===== src/rtl/hdum_pkg.sv =====
// ----------------------------------------------------------------------------
// hdum_pkg
// Shared types and constants for the HID descriptor usage matcher.
// ----------------------------------------------------------------------------
package hdum_pkg;

  // Header decode constants
  localparam logic [7:0] HDR_LONG_MASK = 8'hF0;
  localparam logic [7:0] HDR_SIZE_MASK = 8'h03;
  localparam logic [7:0] HDR_TAG_MASK  = 8'hFC;
  localparam logic [7:0] TAG_PAGE      = 8'h04;
  localparam logic [7:0] TAG_USAGE     = 8'h08;

  // Configuration register indexes
  localparam logic CFG_WANTED_PAGE  = 1'b0;
  localparam logic CFG_WANTED_USAGE = 1'b1;

  typedef enum logic [1:0] {
    PH_HEADER     = 2'd0,
    PH_LONG_LEN   = 2'd1,
    PH_LONG_SKIP  = 2'd2,
    PH_SHORT_DATA = 2'd3
  } phase_e;

  typedef enum logic [1:0] {
    KIND_NONE  = 2'd0,
    KIND_PAGE  = 2'd1,
    KIND_USAGE = 2'd2,
    KIND_OTHER = 2'd3
  } kind_e;

  // Parser state carried across beats
  typedef struct packed {
    phase_e      phase;
    logic [8:0]  remaining;
    kind_e       kind;
    logic [31:0] accum;
    logic [1:0]  pos;
    logic        page_seen;
    logic        usage_seen;
    logic        decided;
    logic        decided_found;
  } state_t;

  localparam state_t STATE_RESET = '{
    phase:         PH_HEADER,
    remaining:     9'd0,
    kind:          KIND_NONE,
    accum:         32'd0,
    pos:           2'd0,
    page_seen:     1'b0,
    usage_seen:    1'b0,
    decided:       1'b0,
    decided_found: 1'b0
  };

  // Verdict handed from the parser to the output stage
  typedef struct packed {
    logic valid;
    logic found;
    logic truncated;
  } result_t;

endpackage


===== src/rtl/hid_descriptor_usage_matcher_unit.sv =====
// ----------------------------------------------------------------------------
// hid_descriptor_usage_matcher_unit
// Scans a HID report descriptor for a configured usage page and usage.
// ----------------------------------------------------------------------------
// Usage:
//   The slave stream carries one descriptor byte per beat in tdata[7:0];
//   tlast marks the final byte of the descriptor. Long items are skipped,
//   short Usage Page and Usage items are compared against the two config
//   registers (index 0: wanted page, index 1: wanted usage), written through
//   cfg_we_i / cfg_idx_i / cfg_wdata_i while the block is idle.
//   One verdict beat leaves on the master stream for each tlast beat:
//   tdata[0] found, tdata[1] truncated. Non-final bytes produce nothing.
//   Throughput: one byte per cycle unless a verdict is stalled in the result register.
//   The verdict is registered: it is valid the cycle after the final byte is taken.
//   When the receiver stalls with a verdict waiting in the result register,
//   s_axis_tready_o is low for every byte; it follows m_axis_tready_i, so
//   input resumes in the same cycle that the waiting verdict beat is taken.
//   Reset clears the parser state, both registers and the result valid flag;
//   after each verdict the parser restarts for the next descriptor.
// ----------------------------------------------------------------------------
module hid_descriptor_usage_matcher_unit (
  input  logic        clk_i,
  input  logic        rst_ni,
  // descriptor byte stream
  input  logic        s_axis_tvalid_i,
  output logic        s_axis_tready_o,
  input  logic [7:0]  s_axis_tdata_i,   // [7:0] desc_byte
  input  logic        s_axis_tlast_i,   // final_byte
  // verdict stream
  output logic        m_axis_tvalid_o,
  input  logic        m_axis_tready_i,
  output logic [7:0]  m_axis_tdata_o,   // [0] found, [1] truncated, [7:2] zero
  // configuration write port
  input  logic        cfg_we_i,
  input  logic        cfg_idx_i,
  input  logic [31:0] cfg_wdata_i
);

  logic              beat;
  logic              stage_ready;
  logic              found, truncated;
  logic [31:0]       wanted_page_q, wanted_usage_q;
  hdum_pkg::result_t result;

  assign s_axis_tready_o = stage_ready;
  assign beat            = s_axis_tvalid_i && stage_ready;

  // Configuration registers
  always_ff @(posedge clk_i or negedge rst_ni) begin
    if (!rst_ni) begin
      wanted_page_q  <= 32'd0;
      wanted_usage_q <= 32'd0;
    end else if (cfg_we_i) begin
      case (cfg_idx_i)
        hdum_pkg::CFG_WANTED_PAGE:  wanted_page_q  <= cfg_wdata_i;
        hdum_pkg::CFG_WANTED_USAGE: wanted_usage_q <= cfg_wdata_i;
        default: ;
      endcase
    end
  end

  hdum_parser u_parser (
    .clk_i          (clk_i),
    .rst_ni         (rst_ni),
    .beat_i         (beat),
    .byte_i         (s_axis_tdata_i),
    .last_i         (s_axis_tlast_i),
    .wanted_page_i  (wanted_page_q),
    .wanted_usage_i (wanted_usage_q),
    .result_o       (result)
  );

  hdum_out_stage u_out_stage (
    .clk_i       (clk_i),
    .rst_ni      (rst_ni),
    .result_i    (result),
    .ready_o     (stage_ready),
    .valid_o     (m_axis_tvalid_o),
    .found_o     (found),
    .truncated_o (truncated),
    .ready_i     (m_axis_tready_i)
  );

  assign m_axis_tdata_o = {6'd0, truncated, found};

  // A final byte always yields a verdict next cycle
  a_last_gives_verdict: assert property (@(posedge clk_i) disable iff (!rst_ni)
    (beat && s_axis_tlast_i) |=> m_axis_tvalid_o)
    else $error("final byte did not produce a verdict");

  // A verdict is never both found and truncated
  a_verdict_exclusive: assert property (@(posedge clk_i) disable iff (!rst_ni)
    m_axis_tvalid_o |-> !(m_axis_tdata_o[0] && m_axis_tdata_o[1]))
    else $error("verdict reports found and truncated together");

  // Input only stalls behind a full, stalled result register
  a_stall_cause: assert property (@(posedge clk_i) disable iff (!rst_ni)
    !s_axis_tready_o |-> (m_axis_tvalid_o && !m_axis_tready_i))
    else $error("input stalled without a blocked verdict");

  // Non-final bytes never create or drop a verdict on their own
  a_no_spurious: assert property (@(posedge clk_i) disable iff (!rst_ni)
    (!(beat && s_axis_tlast_i) && !(m_axis_tvalid_o && m_axis_tready_i))
      |=> $stable(m_axis_tvalid_o))
    else $error("verdict valid changed without a cause");

endmodule


===== src/rtl/hdum_parser.sv =====
// ----------------------------------------------------------------------------
// hdum_parser
// Descriptor item parser: state register plus one beat of next-state logic.
// ----------------------------------------------------------------------------
module hdum_parser (
  input  logic               clk_i,
  input  logic               rst_ni,
  input  logic               beat_i,          // input beat accepted
  input  logic [7:0]         byte_i,
  input  logic               last_i,
  input  logic [31:0]        wanted_page_i,
  input  logic [31:0]        wanted_usage_i,
  output hdum_pkg::result_t  result_o
);

  hdum_pkg::state_t st_q, st_d, nxt;
  logic             do_judge;
  logic [2:0]       size_bytes;

  // Compare a finished item against the wanted values
  function automatic hdum_pkg::state_t judge(input hdum_pkg::state_t s,
                                             input logic [31:0] page,
                                             input logic [31:0] usage);
    hdum_pkg::state_t r;
    r = s;
    if (s.kind == hdum_pkg::KIND_PAGE && s.accum == page) begin
      r.page_seen = 1'b1;
    end else if (s.kind == hdum_pkg::KIND_USAGE && s.accum == usage) begin
      r.usage_seen = 1'b1;
    end
    if (r.page_seen && r.usage_seen) begin
      r.decided       = 1'b1;
      r.decided_found = 1'b1;
    end
    r.kind = hdum_pkg::KIND_NONE;
    return r;
  endfunction

  // Size code 3 means four data bytes
  assign size_bytes = ((byte_i & hdum_pkg::HDR_SIZE_MASK) == 8'h03) ? 3'd4
                      : {1'b0, byte_i[1:0]};

  // Next parse state for this byte
  always_comb begin
    nxt      = st_q;
    do_judge = 1'b0;
    if (!st_q.decided) begin
      case (st_q.phase)
        hdum_pkg::PH_HEADER: begin
          if ((byte_i & hdum_pkg::HDR_LONG_MASK) == hdum_pkg::HDR_LONG_MASK) begin
            nxt.phase = hdum_pkg::PH_LONG_LEN;
            nxt.kind  = hdum_pkg::KIND_OTHER;
          end else begin
            if ((byte_i & hdum_pkg::HDR_TAG_MASK) == hdum_pkg::TAG_PAGE) begin
              nxt.kind = hdum_pkg::KIND_PAGE;
            end else if ((byte_i & hdum_pkg::HDR_TAG_MASK) == hdum_pkg::TAG_USAGE) begin
              nxt.kind = hdum_pkg::KIND_USAGE;
            end else begin
              nxt.kind = hdum_pkg::KIND_OTHER;
            end
            nxt.accum = 32'd0;
            nxt.pos   = 2'd0;
            if (size_bytes == 3'd0) begin
              do_judge = 1'b1;
            end else begin
              nxt.remaining = {6'd0, size_bytes};
              nxt.phase     = hdum_pkg::PH_SHORT_DATA;
            end
          end
        end
        hdum_pkg::PH_LONG_LEN: begin
          // tag byte plus data bytes
          nxt.remaining = {1'b0, byte_i} + 9'd1;
          nxt.phase     = hdum_pkg::PH_LONG_SKIP;
        end
        hdum_pkg::PH_LONG_SKIP: begin
          nxt.remaining = st_q.remaining - 9'd1;
          if (nxt.remaining == 9'd0) begin
            nxt.phase = hdum_pkg::PH_HEADER;
            nxt.kind  = hdum_pkg::KIND_NONE;
          end
        end
        hdum_pkg::PH_SHORT_DATA: begin
          case (st_q.pos)
            2'd0:    nxt.accum = st_q.accum | {24'd0, byte_i};
            2'd1:    nxt.accum = st_q.accum | {16'd0, byte_i, 8'd0};
            2'd2:    nxt.accum = st_q.accum | {8'd0, byte_i, 16'd0};
            default: nxt.accum = st_q.accum | {byte_i, 24'd0};
          endcase
          nxt.pos       = st_q.pos + 2'd1;
          nxt.remaining = st_q.remaining - 9'd1;
          if (nxt.remaining == 9'd0) begin
            nxt.phase = hdum_pkg::PH_HEADER;
            do_judge  = 1'b1;
          end
        end
        default: nxt = st_q;
      endcase
      if (do_judge) begin
        nxt = judge(nxt, wanted_page_i, wanted_usage_i);
      end
    end
  end

  // Verdict on the final byte; parse state restarts after it
  always_comb begin
    result_o.valid     = beat_i && last_i;
    result_o.found     = nxt.decided && nxt.decided_found;
    result_o.truncated = !nxt.decided && (nxt.phase == hdum_pkg::PH_SHORT_DATA) &&
                         (nxt.kind == hdum_pkg::KIND_PAGE ||
                          nxt.kind == hdum_pkg::KIND_USAGE);
    st_d = st_q;
    if (beat_i) begin
      st_d = last_i ? hdum_pkg::STATE_RESET : nxt;
    end
  end

  always_ff @(posedge clk_i or negedge rst_ni) begin
    if (!rst_ni) begin
      st_q <= hdum_pkg::STATE_RESET;
    end else begin
      st_q <= st_d;
    end
  end

endmodule


===== src/rtl/hdum_out_stage.sv =====
// ----------------------------------------------------------------------------
// hdum_out_stage
// Result register between the parser and the output stream.
// ----------------------------------------------------------------------------
module hdum_out_stage (
  input  logic               clk_i,
  input  logic               rst_ni,
  input  hdum_pkg::result_t  result_i,
  output logic               ready_o,    // room for a new verdict this cycle
  output logic               valid_o,
  output logic               found_o,
  output logic               truncated_o,
  input  logic               ready_i
);

  logic valid_q, valid_d;
  logic found_q, truncated_q;

  // Register is free when empty or being drained
  assign ready_o = !valid_q || ready_i;

  always_comb begin
    valid_d = valid_q;
    if (result_i.valid) begin
      valid_d = 1'b1;
    end else if (ready_i) begin
      valid_d = 1'b0;
    end
  end

  always_ff @(posedge clk_i or negedge rst_ni) begin
    if (!rst_ni) begin
      valid_q <= 1'b0;
    end else begin
      valid_q <= valid_d;
    end
  end

  // Payload, no reset needed
  always_ff @(posedge clk_i) begin
    if (result_i.valid) begin
      found_q     <= result_i.found;
      truncated_q <= result_i.truncated;
    end
  end

  assign valid_o     = valid_q;
  assign found_o     = found_q;
  assign truncated_o = truncated_q;

endmodule


===== config.mk =====
export PLATFORM = sky130hd
export DESIGN_NAME = hid_descriptor_usage_matcher_unit
export DESIGN_NICKNAME = d
export VERILOG_FILES = /design/src/rtl/hdum_pkg.sv /design/src/rtl/hid_descriptor_usage_matcher_unit.sv /design/src/rtl/hdum_parser.sv /design/src/rtl/hdum_out_stage.sv
export SDC_FILE = /design/constraint.sdc
export NUM_CORES = 1
export LEC_CHECK = 0
export ABC_AREA = 1
export BUFFER_PORTS_ARGS = -buffer_cell sky130_fd_sc_hd__buf_4
export CELL_PAD_IN_SITES_DETAIL_PLACEMENT = 0
export CELL_PAD_IN_SITES_GLOBAL_PLACEMENT = 1
export CORE_AREA = 2 2 130 132
export DETAILED_ROUTE_END_ITERATION = 6
export DIE_AREA = 0 0 132 134
export PLACE_DENSITY = 0.83
export SETUP_SLACK_MARGIN = 0.4
export SLEW_MARGIN = 20
export SYNTH_ARGS = -nofsm -noshare
export SYNTH_HDL_FRONTEND = slang
export SYNTH_HIERARCHICAL = 1
export SYNTH_SLANG_ARGS = --single-unit

===== constraint.sdc =====
create_clock -name clk_i -period 4.5 [get_ports clk_i]
set_input_delay 1.125 -clock clk_i [delete_from_list [all_inputs] [get_ports clk_i]]
set_output_delay 1.125 -clock clk_i [all_outputs]
set_load 0.03 [all_outputs]

==> summary.md, run 1 <==
| Metric | Value |
|---|---|
| Status | `finished, final reports clean` |
| Pwr/cell area | `419 nW/um2` |
| RSZ-0062 raised after global routing | `no` |
| Most frequent cells in the layout | `nand2_1 (445), inv_1 (138), dfrtp_1 (116)` |
| CP arrival | `approximately 3.5 ns` |
| Total gr overflow | `0` |
| Max-slew headroom | `41.3%` |
| WP data required | `4.67 ns` |
| Initial DRC Count | `514` |
| Sw Ratio | `between 30% and 40%` |
| H-tree Lvls | `4` |
| WP buf/inv | `2` |
| Die H | `134 um` |
| Clk pwr share | `40.1%` |
| CTS Sinks | `between 100 and 150` |
| Cell mode on critical path | `nand2_1` |
| Maxcap violations | `0` |
| Vias/cell | `5.10` |
| Worst path slowest cell | `nor2_1` |
| Post-DR wirelength/cell | `approximately 15 um` |
| Average size of a mapped cell | `6.92 um2` |
| CTS root buf | `clkbuf_16` |
| Die width | `132 um` |
| Share of post-route cells with drive strength above 1 | `9.96%` |
| Clock Path Buffers | `2` |
| Routability congestion estimate | `0.833` |
| Final Non-Filler Cells | `~1400` |
| All-Layer GR Usage | `about a quarter` |
| GR met1 Demand/Resource | `about a third` |
| Number of global-route vias before repair | `around 6600` |
| Max VDD drop | `0.300 mV` |
| Placed Cells | `1354` |
| Diodes inserted | `0` |
| Cell row count | `47` |
| Power Internal | `around 2400 uW` |
| Layout area overhead | `12.4%` |
| Critical Path Max Stage Delay | `0.41 ns` |
| Worst setup EP type | `flip-flop` |
| DRC | `0` |
| Leak pwr | `about 0.0045 uW` |
| Total number of vias | `7069` |
| Final WL | `approximately 21 mm` |
| Worst-path clk slew | `0.05 ns` |
| # hold bufs at CTS | `0` |
| Critical path's top delay family | `simple AND/OR/NAND/NOR gates` |
| Yosys reg bits | `118` |
| Register share of total power | `34.8%` |
| Worst hold-check path type | `reg -> reg` |
| Synth Warn # | `6` |
| Worst Setup Path Type | `reg -> reg` |
| Tmin final | `about 3.3 ns` |
| GR peak layer | `met2` |
| Final net count | `1216` |
| Iteration count of the initial detailed-routing pass | `5` |
| Final setup violation count | `0` |
| Worst clock skew | `0.00473 ns` |
| Sequential area share after synthesis | `38.4%` |
| Final Hold Violating Endpoints | `0` |
| Setup_tns | `0 ns` |
| IO buf count | `50` |
| Largest net degree at the start of global routing | `67` |
| CTS tree | `yes` |
| Met3 GRT Util | `3.29%` |
| GR Util met2 | `38.7%` |
| Library cells used by synthesis | `40` |
| Post-route ant nets | `0` |
| Post-CTS resize count | `0` |
| CTS buffer count | `17` |
| Starting density of the core | `between 40 and 50%` |
| Detail Placement HPWL | `14.1 mm` |
| Most common cell after layout, fill and taps aside | `nand2_1` |
| First-pass GRT wire length | `~34 mm` |
| Cell area after technology mapping | `7720 um2` |
| CP max FO | `18` |
| Clock latency on the worst-skew pair | `0.41 ns` |
| Crit share post-route | `73.7%` |
| NetSw | `1190 uW` |
| Post-CTS setup buffers | `0` |
| Initial antenna violation count | `0` |
| CP Launch Type | `flip-flop` |
| Cell count after synthesis | `1115` |
| Die area | `approximately 18000 um2` |
| Critical path cell sequence | `inv_1, ha_1, nor2_1, nand2_1, inv_2, nand2_1, nand2_1, nand2_1, nand2_1, nand2_1, nor2_1, nand2_1, nor2_1, nand3_1, nand2_1, nand3_2, nand3_1, nor2_1` |
| Slew Limit Fails | `0` |
| Slew @ Worst Pin | `0.881 ns` |
| I/O Pins | `57` |
| Fmax | `0.302 GHz` |
| Comb pwr share | `25.1%` |
| Core ar. | `16300 um2` |
==> through the flow <==
| step | utilization, % | cell area, um2 | total power [uW] | hold slack [ns] | setup WS, ns |
|---|---|---|---|---|---|
| after detailed placement | 49.5 | 8060 | 2190 | 0.481 | 1.08 |
| after floorplan | - | 7740 | 1960 | 0.455 | 1.77 |
| final | 53.3 | 8680 | 3640 | 0.489 | 1.18 |
| after global placement | 49.5 | 8060 | 2180 | 0.472 | 1.08 |
| after CTS | 53.3 | 8680 | 3650 | 0.494 | 1.26 |
| after global routing | 53.3 | 8680 | 3840 | 0.514 | 0.967 |
==> worst reg2reg max path, delay by kind of cell, from the launching register on <==
kind          cells  cell delay (ns)
simple gates     15             1.93
buf+inv           2             0.43
flops             1             0.40
fa+ha+maj         1             0.32
==> worst paths after layout <==
check	endpoint	start	cells after the start	slack, ns
worst max-delay path	u_out_stage/truncated_o$_DFFE_PP_	u_parser/st_q[49]$_DFFE_PN0P_	18	1.18
worst min-delay path	wanted_usage_q[26]$_DFFE_PN0P_	wanted_usage_q[26]$_DFFE_PN0P_	2	0.49
worst max register to register	u_out_stage/truncated_o$_DFFE_PP_	u_parser/st_q[49]$_DFFE_PN0P_	18	1.18
worst min register to register	wanted_usage_q[26]$_DFFE_PN0P_	wanted_usage_q[26]$_DFFE_PN0P_	2	0.49
max in group asynchronous	wanted_usage_q[16]$_DFFE_PN0P_	rst_ni	2	2.90
min in group asynchronous	wanted_usage_q[23]$_DFFE_PN0P_	rst_ni	1	0.81
==> logic make-up after synthesis <==
family	count (synthesis)	share of synthesized area, %
buf+inv	184	12.0
mux	1	0.130
compound gates	114	8.49
fa+ha+maj	16	2.59
other cells	1	0.0486
flops	118	38.4
xor+xnor	3	0.340
simple gates	678	38.0
==> registers in the layout (all words and copies together) (netlist names) <==
name / cells
wanted_usage_q: 32
u_out_stage/valid_o: 1
u_out_stage/truncated_o: 1
wanted_page_q: 32
u_out_stage/found_o: 1
u_parser/st_q: 51
==> power groups by stage <==
stage          registers (uW)  logic (uW)  clock network [uW]
6_report                 1270         913                1460
5_1_grt                  1280        1030                1530
4_1_cts                  1260         911                1480
3_5_place_dp             1280         907                   0
3_3_place_gp             1280         905                   0
2_1_floorplan            1250         712                   0
==> routing by layer <==
metal	up-vias	share of wire, %
li1	3595	-
met1	3277	50
met2	173	45
met3	24	3.7
met4	0	1.8
met5	-	0
==> area by class of cell <==
cell class                      count  area, um2
Clock buffer                       23        478
Clock inverter                      8        146
Fill cell                        1706       7610
Inverter                          142        533
Multi-Input combinational cell    818       3850
Sequential cell                   118       2960
Tap cell                          220        275
Timing Repair Buffer               56        433
==> synth_stat cells (all sizes together) <==
library cell	number	area (um2)
nand3b	32	240
o221ai	3	26.3
ha	16	200
a21oi	9	45.0
buf	20	170
dfrtp	116	2900
nand2	467	1830
conb	1	3.75
o21ai	73	369
a32o	5	50.1
xor2	1	8.76
inv	142	533
a22oi	2	15.0
o22ai	15	93.8
mux2i	1	10.0
nor2	56	218
nand4	11	68.8
nand3	108	556
o21a	1	7.51
nor3	2	10.0
o2111ai	3	26.3
edfxtp	2	60.1
o31ai	1	7.51
or2	2	12.5
o21bai	2	15.0
clkbuf	22	223
xnor2	2	17.5
Note: power is estimated with default switching activity, not from simulation.
==> inputs of run 2 (changes only) <==
Settings changed: CORE_AREA 2 2 130 132 to 2 2 136 138, DIE_AREA 0 0 132 134 to 0 0 138 140, PLACE_DENSITY 0.83 to 0.76.
Clock period 4.5 ns to 3.2 ns, I/O delays scaled along.
==> run 2 against run 1 <==
Against the previous run:
- wire length up 12%
- setup slack worse by 0.64 ns
- flip-flop and latch count unchanged
- sequential share of layout area shrank 2.1 points
- non-clock buffer count rose by 33
- via count is 4.0% higher
- utilization down 1.2 points
- final cell count up 3.3%
- final area rose by 6.6%
==> summary.md, run 2 (synthesized netlist as in run 1, its figures left out) <==
| Metric | Value |
|---|---|
| Post-route design area | `9260 um2` |
| Layout area overhead | `19.9%` |
| Final net count | `1252` |
| Largest register by flop count | `u_parser/st_q` |
| Met1 wire length | `11.0 mm` |
| Worst Setup Path Type | `reg -> reg` |
| Maxcap violations | `0` |
| CP arrival | `2.83 ns` |
| Status | `finished, final reports clean` |
| Clock latency on the worst-skew pair | `roughly 0.42 ns` |
| Max-slew headroom | `58.9%` |
| Routability congestion estimate | `~0.86` |
| # hold bufs at CTS | `0` |
| RSZ-0062 raised after global routing | `no` |
| Max reg flops | `51` |
| Core ar. | `17800 um2` |
| Die area | `19300 um2` |
| Met2 wire length | `10.3 mm` |
| Number of global-route vias before repair | `between 7000 and 8000` |
| Setup_tns | `0 ns` |
| Top flop regs | `u_parser/st_q x51, wanted_page_q x32, wanted_usage_q x32` |
| Die width | `138 um` |
| Slew @ Worst Pin | `0.615 ns` |
| Max VDD drop | `0.534 mV` |
| Iteration count of the initial detailed-routing pass | `5` |
| Most frequent cells in the layout | `nand2_1 (418), inv_1 (130), dfrtp_1 (115)` |
| Worst hold-check path type | `in -> async` |
| Most common cell after layout, fill and taps aside | `nand2_1` |
| Starting density of the core | `about 43%` |
| H-tree Lvls | `4` |
| CP max FO | `8` |
| Tot Pwr | `5430 uW` |
| Detail Placement HPWL | `approximately 16 mm` |
| Final WL | `23.2 mm` |
| CTS buffer count | `17` |
| Worst setup EP type | `flip-flop` |
| Share of post-route cells with drive strength above 1 | `17.7%` |
| I/O Pins | `57` |
| Total gr overflow | `0` |
| IO buf count | `50` |
| Initial antenna violation count | `0` |
| Initial DRC Count | `513` |
| Leak pwr | `0.00473 uW` |
| First-pass GRT wire length | `approximately 37 mm` |
| Largest net degree at the start of global routing | `46` |
| Diodes inserted | `0` |
| Post-route ant nets | `0` |
| Worst-path clk slew | `0.06 ns` |
| R2R setup slack | `about 0.54 ns` |
| All-Layer GR Usage | `24.3%` |
| Cell row count | `49` |
| CTS Sinks | `118` |
| Placed instance area | `8250 um2` |
| Clock Path Buffers | `2` |
| Final Hold Violating Endpoints | `0` |
| Crit share post-route | `83.1%` |
| Final setup violation count | `0` |
| Vias/cell | `5.14` |
| Post-DR wirelength/cell | `between 15 and 20 um` |
| Total number of vias | `7350` |
| Tmin final | `2.66 ns` |
| CTS tree | `yes` |
| CTS root buf | `clkbuf_16` |
| Worst clock skew | `0.00970 ns` |
| Fmax | `about 0.38 GHz` |
| DRC | `0` |
| WP data required | `3.37 ns` |
| Die H | `between 100 and 150 um` |
| Pwr/cell area | `between 500 and 600 nW/um2` |
| Slew Limit Fails | `0` |
| DR top layer | `met4` |
| Met3 WL | `1.21 mm` |
| CP Launch Type | `flip-flop` |
-- run 2: changes by cell type in the layout (fill, tap and decap cells not counted), sizes merged, moves of 2 or more --
| cell | delta |
|---|---|
| clkinv | +4 |
| buf | +33 |
| clkbuf | -5 |
| inv | +2 |
| nand2 | +3 |
-- run 2: final timing paths --
kind	from	to	cells after the start
hold / removal	rst_ni	u_parser/st_q[42]$_DFFE_PN0P_	1
hold reg to reg	wanted_usage_q[26]$_DFFE_PN0P_	wanted_usage_q[26]$_DFFE_PN0P_	2
min in group clk_i	wanted_usage_q[26]$_DFFE_PN0P_	wanted_usage_q[26]$_DFFE_PN0P_	2
max in group asynchronous	rst_ni	u_parser/st_q[50]$_DFFE_PN0P_	2
setup / recovery	u_parser/st_q[49]$_DFFE_PN0P_	u_out_stage/truncated_o$_DFFE_PP_	17
setup reg to reg	u_parser/st_q[49]$_DFFE_PN0P_	u_out_stage/truncated_o$_DFFE_PP_	17
-- run 2: worst max-delay path: stages (launching register included) --
cell	delay (ns)
dfrtp_1	0.43
inv_2	0.09
ha_4	0.31
clkinvlp_4	0.13
buf_12	0.15
nand2_8	0.10
buf_4	0.13
nand2_2	0.06
nand3_1	0.08
nand4_1	0.18
nor2_4	0.17
nand2_2	0.07
nor2_1	0.13
nand3_2	0.10
nand2_2	0.09
nand3_2	0.09
nand3_2	0.07
nor2_1	0.04
-- run 2: area by class of cell --
cell class	count	area, um2
clock buffer	18	439
inverter	142	542
clock inverter	14	174
fill	1779	8520
timing repair buffer	89	738
multi-input combinational	821	4110
sequential	118	2960
tap	229	287
-- run 2: per-layer routing --
layer	vias up	GRT usage [%]
met5	-	0
met4	0	8.81
met3	34	4.72
met2	192	37.8
met1	3450	33.9
li1	3674	-
-- run 2: what timing repair did --
action	in CTS	in global routing
gates resized for setup	11	67
endpoints found under the setup margin	4	4
pin swaps	1	23
gates cloned	2	2
buffers inserted	6	5
-- run 2: report_power, final --
group,total [uW],switching (uW),internal (uW)
clock network,2010,756,1250
registers,1780,138,1650
logic,1630,1010,620
total,5430,1910,3520
-- run 2: per-stage QoR --
step | util [%] | hold WS (ns) | setup slack (ns) | instances
after detailed placement | 46.4 | 0.484 | 0.0616 | 1384
after CTS | 50.5 | 0.209 | 0.414 | 1424
after floorplan | - | 0.455 | 0.788 | 1120
after global placement | 46.4 | 0.471 | 0.0949 | 1384
after global routing | 52.1 | 0.213 | 0.383 | 1431
final | 52.1 | 0.223 | 0.540 | 1431
==> inputs of run 3 (changes only) <==
Clock period 3.2 ns to 2.7 ns, I/O delays scaled along.
==> run 3 against run 2 <==
Against the previous run:
- first-iteration DRC count is 0.58% lower
- clock power is 17% higher
- sequential power up 19%
- critical path type unchanged
- largest cell class unchanged
==> summary.md, run 3 (synthesized netlist as in run 1, its figures left out) <==
| Metric | Value |
|---|---|
| Status | `finished, final reports clean` |
| Die width | `138 um` |
| H-tree Lvls | `4` |
| Setup_tns | `0 ns` |
| Power Internal | `4280 uW` |
| Worst hold slack | `0.219 ns` |
| Tot Pwr | `6570 uW` |
| Vias/cell | `4.98` |
| Worst setup EP type | `flip-flop` |
| Slew Limit Fails | `0` |
| I/O Pins | `57` |
| R2R setup slack | `0.08 ns` |
| RSZ-0062 raised after global routing | `yes` |
| Register share of total power | `32.1%` |
| Die area | `slightly below 20000 um2` |
| Core ar. | `approximately 18000 um2` |
| Final setup violation count | `0` |
| Routability congestion estimate | `0.819` |
| Total gr overflow | `0` |
| Max-slew headroom | `54.7%` |
| Slew @ Worst Pin | `0.679 ns` |
| Iteration count of the initial detailed-routing pass | `5` |
| Cell row count | `49` |
| Multi-input gate area | `4300 um2` |
| Placed instance area | `8880 um2` |
| CTS buffer count | `17` |
| # hold bufs at CTS | `0` |
| Detail Placement HPWL | `~16 mm` |
| Final Hold Violating Endpoints | `0` |
| Die H | `140 um` |
| Worst setup endpoint | `u_out_stage/truncated_o$_DFFE_PP_` |
| Final net count | `1326` |
| CP arrival | `2.80 ns` |
| FF+latch area | `2970 um2` |
| IO buf count | `50` |
| Clk pwr share | `35.8%` |
| Layout area overhead | `30.8%` |
| Initial antenna violation count | `0` |
| NetSw | `2290 uW` |
| Number of global-route vias before repair | `7213` |
| Pwr/cell area | `650 nW/um2` |
| Largest net degree at the start of global routing | `38` |
| Starting density of the core | `43.4%` |
| CP Launch Type | `flip-flop` |
| Total number of vias | `approximately 7500` |
| First-pass GRT wire length | `37.7 mm` |
| CTS tree | `yes` |
| Top flop regs | `u_parser/st_q x51, wanted_page_q x32, wanted_usage_q x32` |
| Final Core Density | `about 57%` |
| Sw Ratio | `34.8%` |
| Fmax | `around 0.38 GHz` |
| Share of post-route cells with drive strength above 1 | `26.7%` |
| Max VDD drop | `0.525 mV` |
| Post-DR wirelength/cell | `15.2 um` |
| Worst-path clk slew | `0.06 ns` |
| Fillers | `1769` |
| Worst hold-check path type | `in -> async` |
| All-Layer GR Usage | `24.7%` |
| Initial DRC Count | `510` |
| Max reg flops | `between 50 and 60` |
| Maxcap violations | `0` |
| Comb pwr share | `32.1%` |
| Post-route ant nets | `0` |
| Clock latency on the worst-skew pair | `roughly 0.42 ns` |
| RR Endpoint | `u_out_stage/truncated_o$_DFFE_PP_` |
| Diodes inserted | `0` |
| Crit share post-route | `97.1%` |
| Post-route design area | `10100 um2` |
| CP Launch Point | `u_parser/st_q[49]$_DFFE_PN0P_` |
| Leak pwr | `0.00522 uW` |
| Worst Setup Path Type | `reg -> reg` |
| Final WL | `22.9 mm` |
| Worst Reg-to-Reg Cells | `18` |
| Most frequent cells in the layout | `nand2_1 (386), buf_4 (143), inv_1 (125)` |
| Worst clock skew | `0.00813 ns` |
| Tmin final | `2.62 ns` |
| Worst r2r src | `u_parser/st_q[49]$_DFFE_PN0P_` |
| Largest register by flop count | `u_parser/st_q` |
| CTS root buf | `clkbuf_16` |
| Most common cell after layout, fill and taps aside | `nand2_1` |
| CP max FO | `7` |
| DRC | `0` |
| WP data required | `2.88 ns` |
| CTS Sinks | `118` |
| Clock Path Buffers | `2` |
==> run 3: cell count changes in the layout (fill, tap and decap cells not counted), sizes merged <==
cell      previous run  this run
clkbuf              18        17
clkinvlp             2         3
nand2              470       469
buf                 89       163
clkinv               7         8
==> run 3: worst min path at each step <==
stage                              startpoint                         endpoint  depth (start not counted)
4_1_cts                                rst_ni    u_parser/st_q[46]$_DFFE_PN0P_                          1
5_1_grt                                rst_ni    u_parser/st_q[47]$_DFFE_PN0P_                          1
2_1_floorplan                          rst_ni  u_out_stage/valid_o$_DFFE_PN0P_                          0
6_report                               rst_ni    u_parser/st_q[48]$_DFFE_PN0P_                          1
3_3_place_gp    wanted_page_q[26]$_DFFE_PN0P_    wanted_page_q[26]$_DFFE_PN0P_                          2
3_5_place_dp   wanted_usage_q[13]$_DFFE_PN0P_   wanted_usage_q[13]$_DFFE_PN0P_                          2
==> run 3: timing repair <==
action | 4_1_cts | 5_1_grt
cloned | 3 | 0
buffers inserted | 11 | 7
resized for setup | 74 | 76
pin swaps | 28 | 35
endpoints found under the setup margin | 6 | 8
==> run 3: stage by stage <==
| stage | worst slack [ns] | std cells |
|---|---|---|
| after floorplan | 0.404 | 1120 |
| after global placement | -0.148 | 1452 |
| after detailed placement | -0.186 | 1452 |
| after CTS | 0.0915 | 1498 |
| after global routing | -0.0298 | 1505 |
| final | 0.0781 | 1505 |
==> run 3: cell type report <==
| class | count | area share (%) |
|---|---|---|
| repair inverters | 1 | 0.0867 |
| repair buffers | 163 | 13.7 |
| flip-flops and latches | 118 | 29.4 |
| clock buffers | 17 | 4.21 |
| multi-input cells | 820 | 42.5 |
| well taps | 229 | 2.84 |
| inverters | 142 | 5.46 |
| clock inverters | 15 | 1.77 |
==> run 3: power groups by stage <==
stage,sequential [uW],clock [uW],combinational [uW]
after floorplan,2090,0,1210
after global placement,2130,0,1740
after detailed placement,2130,0,1750
after CTS,2100,2390,2000
after global routing,2130,2480,2350
final,2110,2350,2110
==> run 3: critical path, stage by stage (launching register included) <==
cell and delay (ns):
dfrtp_1 0.40, inv_2 0.09, ha_4 0.21, clkinvlp_4 0.14
nand2_8 0.11, buf_12 0.17, nand2_2 0.07, nand2_1 0.07
buf_4 0.14, nand2_1 0.05, nand4_1 0.11, nor2_2 0.19
nand2_1 0.09, nor2_2 0.11, nand3_2 0.10, nand2_2 0.12
nand3_4 0.09, nand3_2 0.07, nor2_2 0.04
==> run 3: metal layers <==
metal  track usage, %  part of all wire, %  vias to the layer above
li1                 -                    -                     3832
met1             35.0                   48                     3495
met2             39.8                   46                      153
met3             3.83                  4.4                       17
met4             6.12                  1.0                        0
met5                0                    0                        -
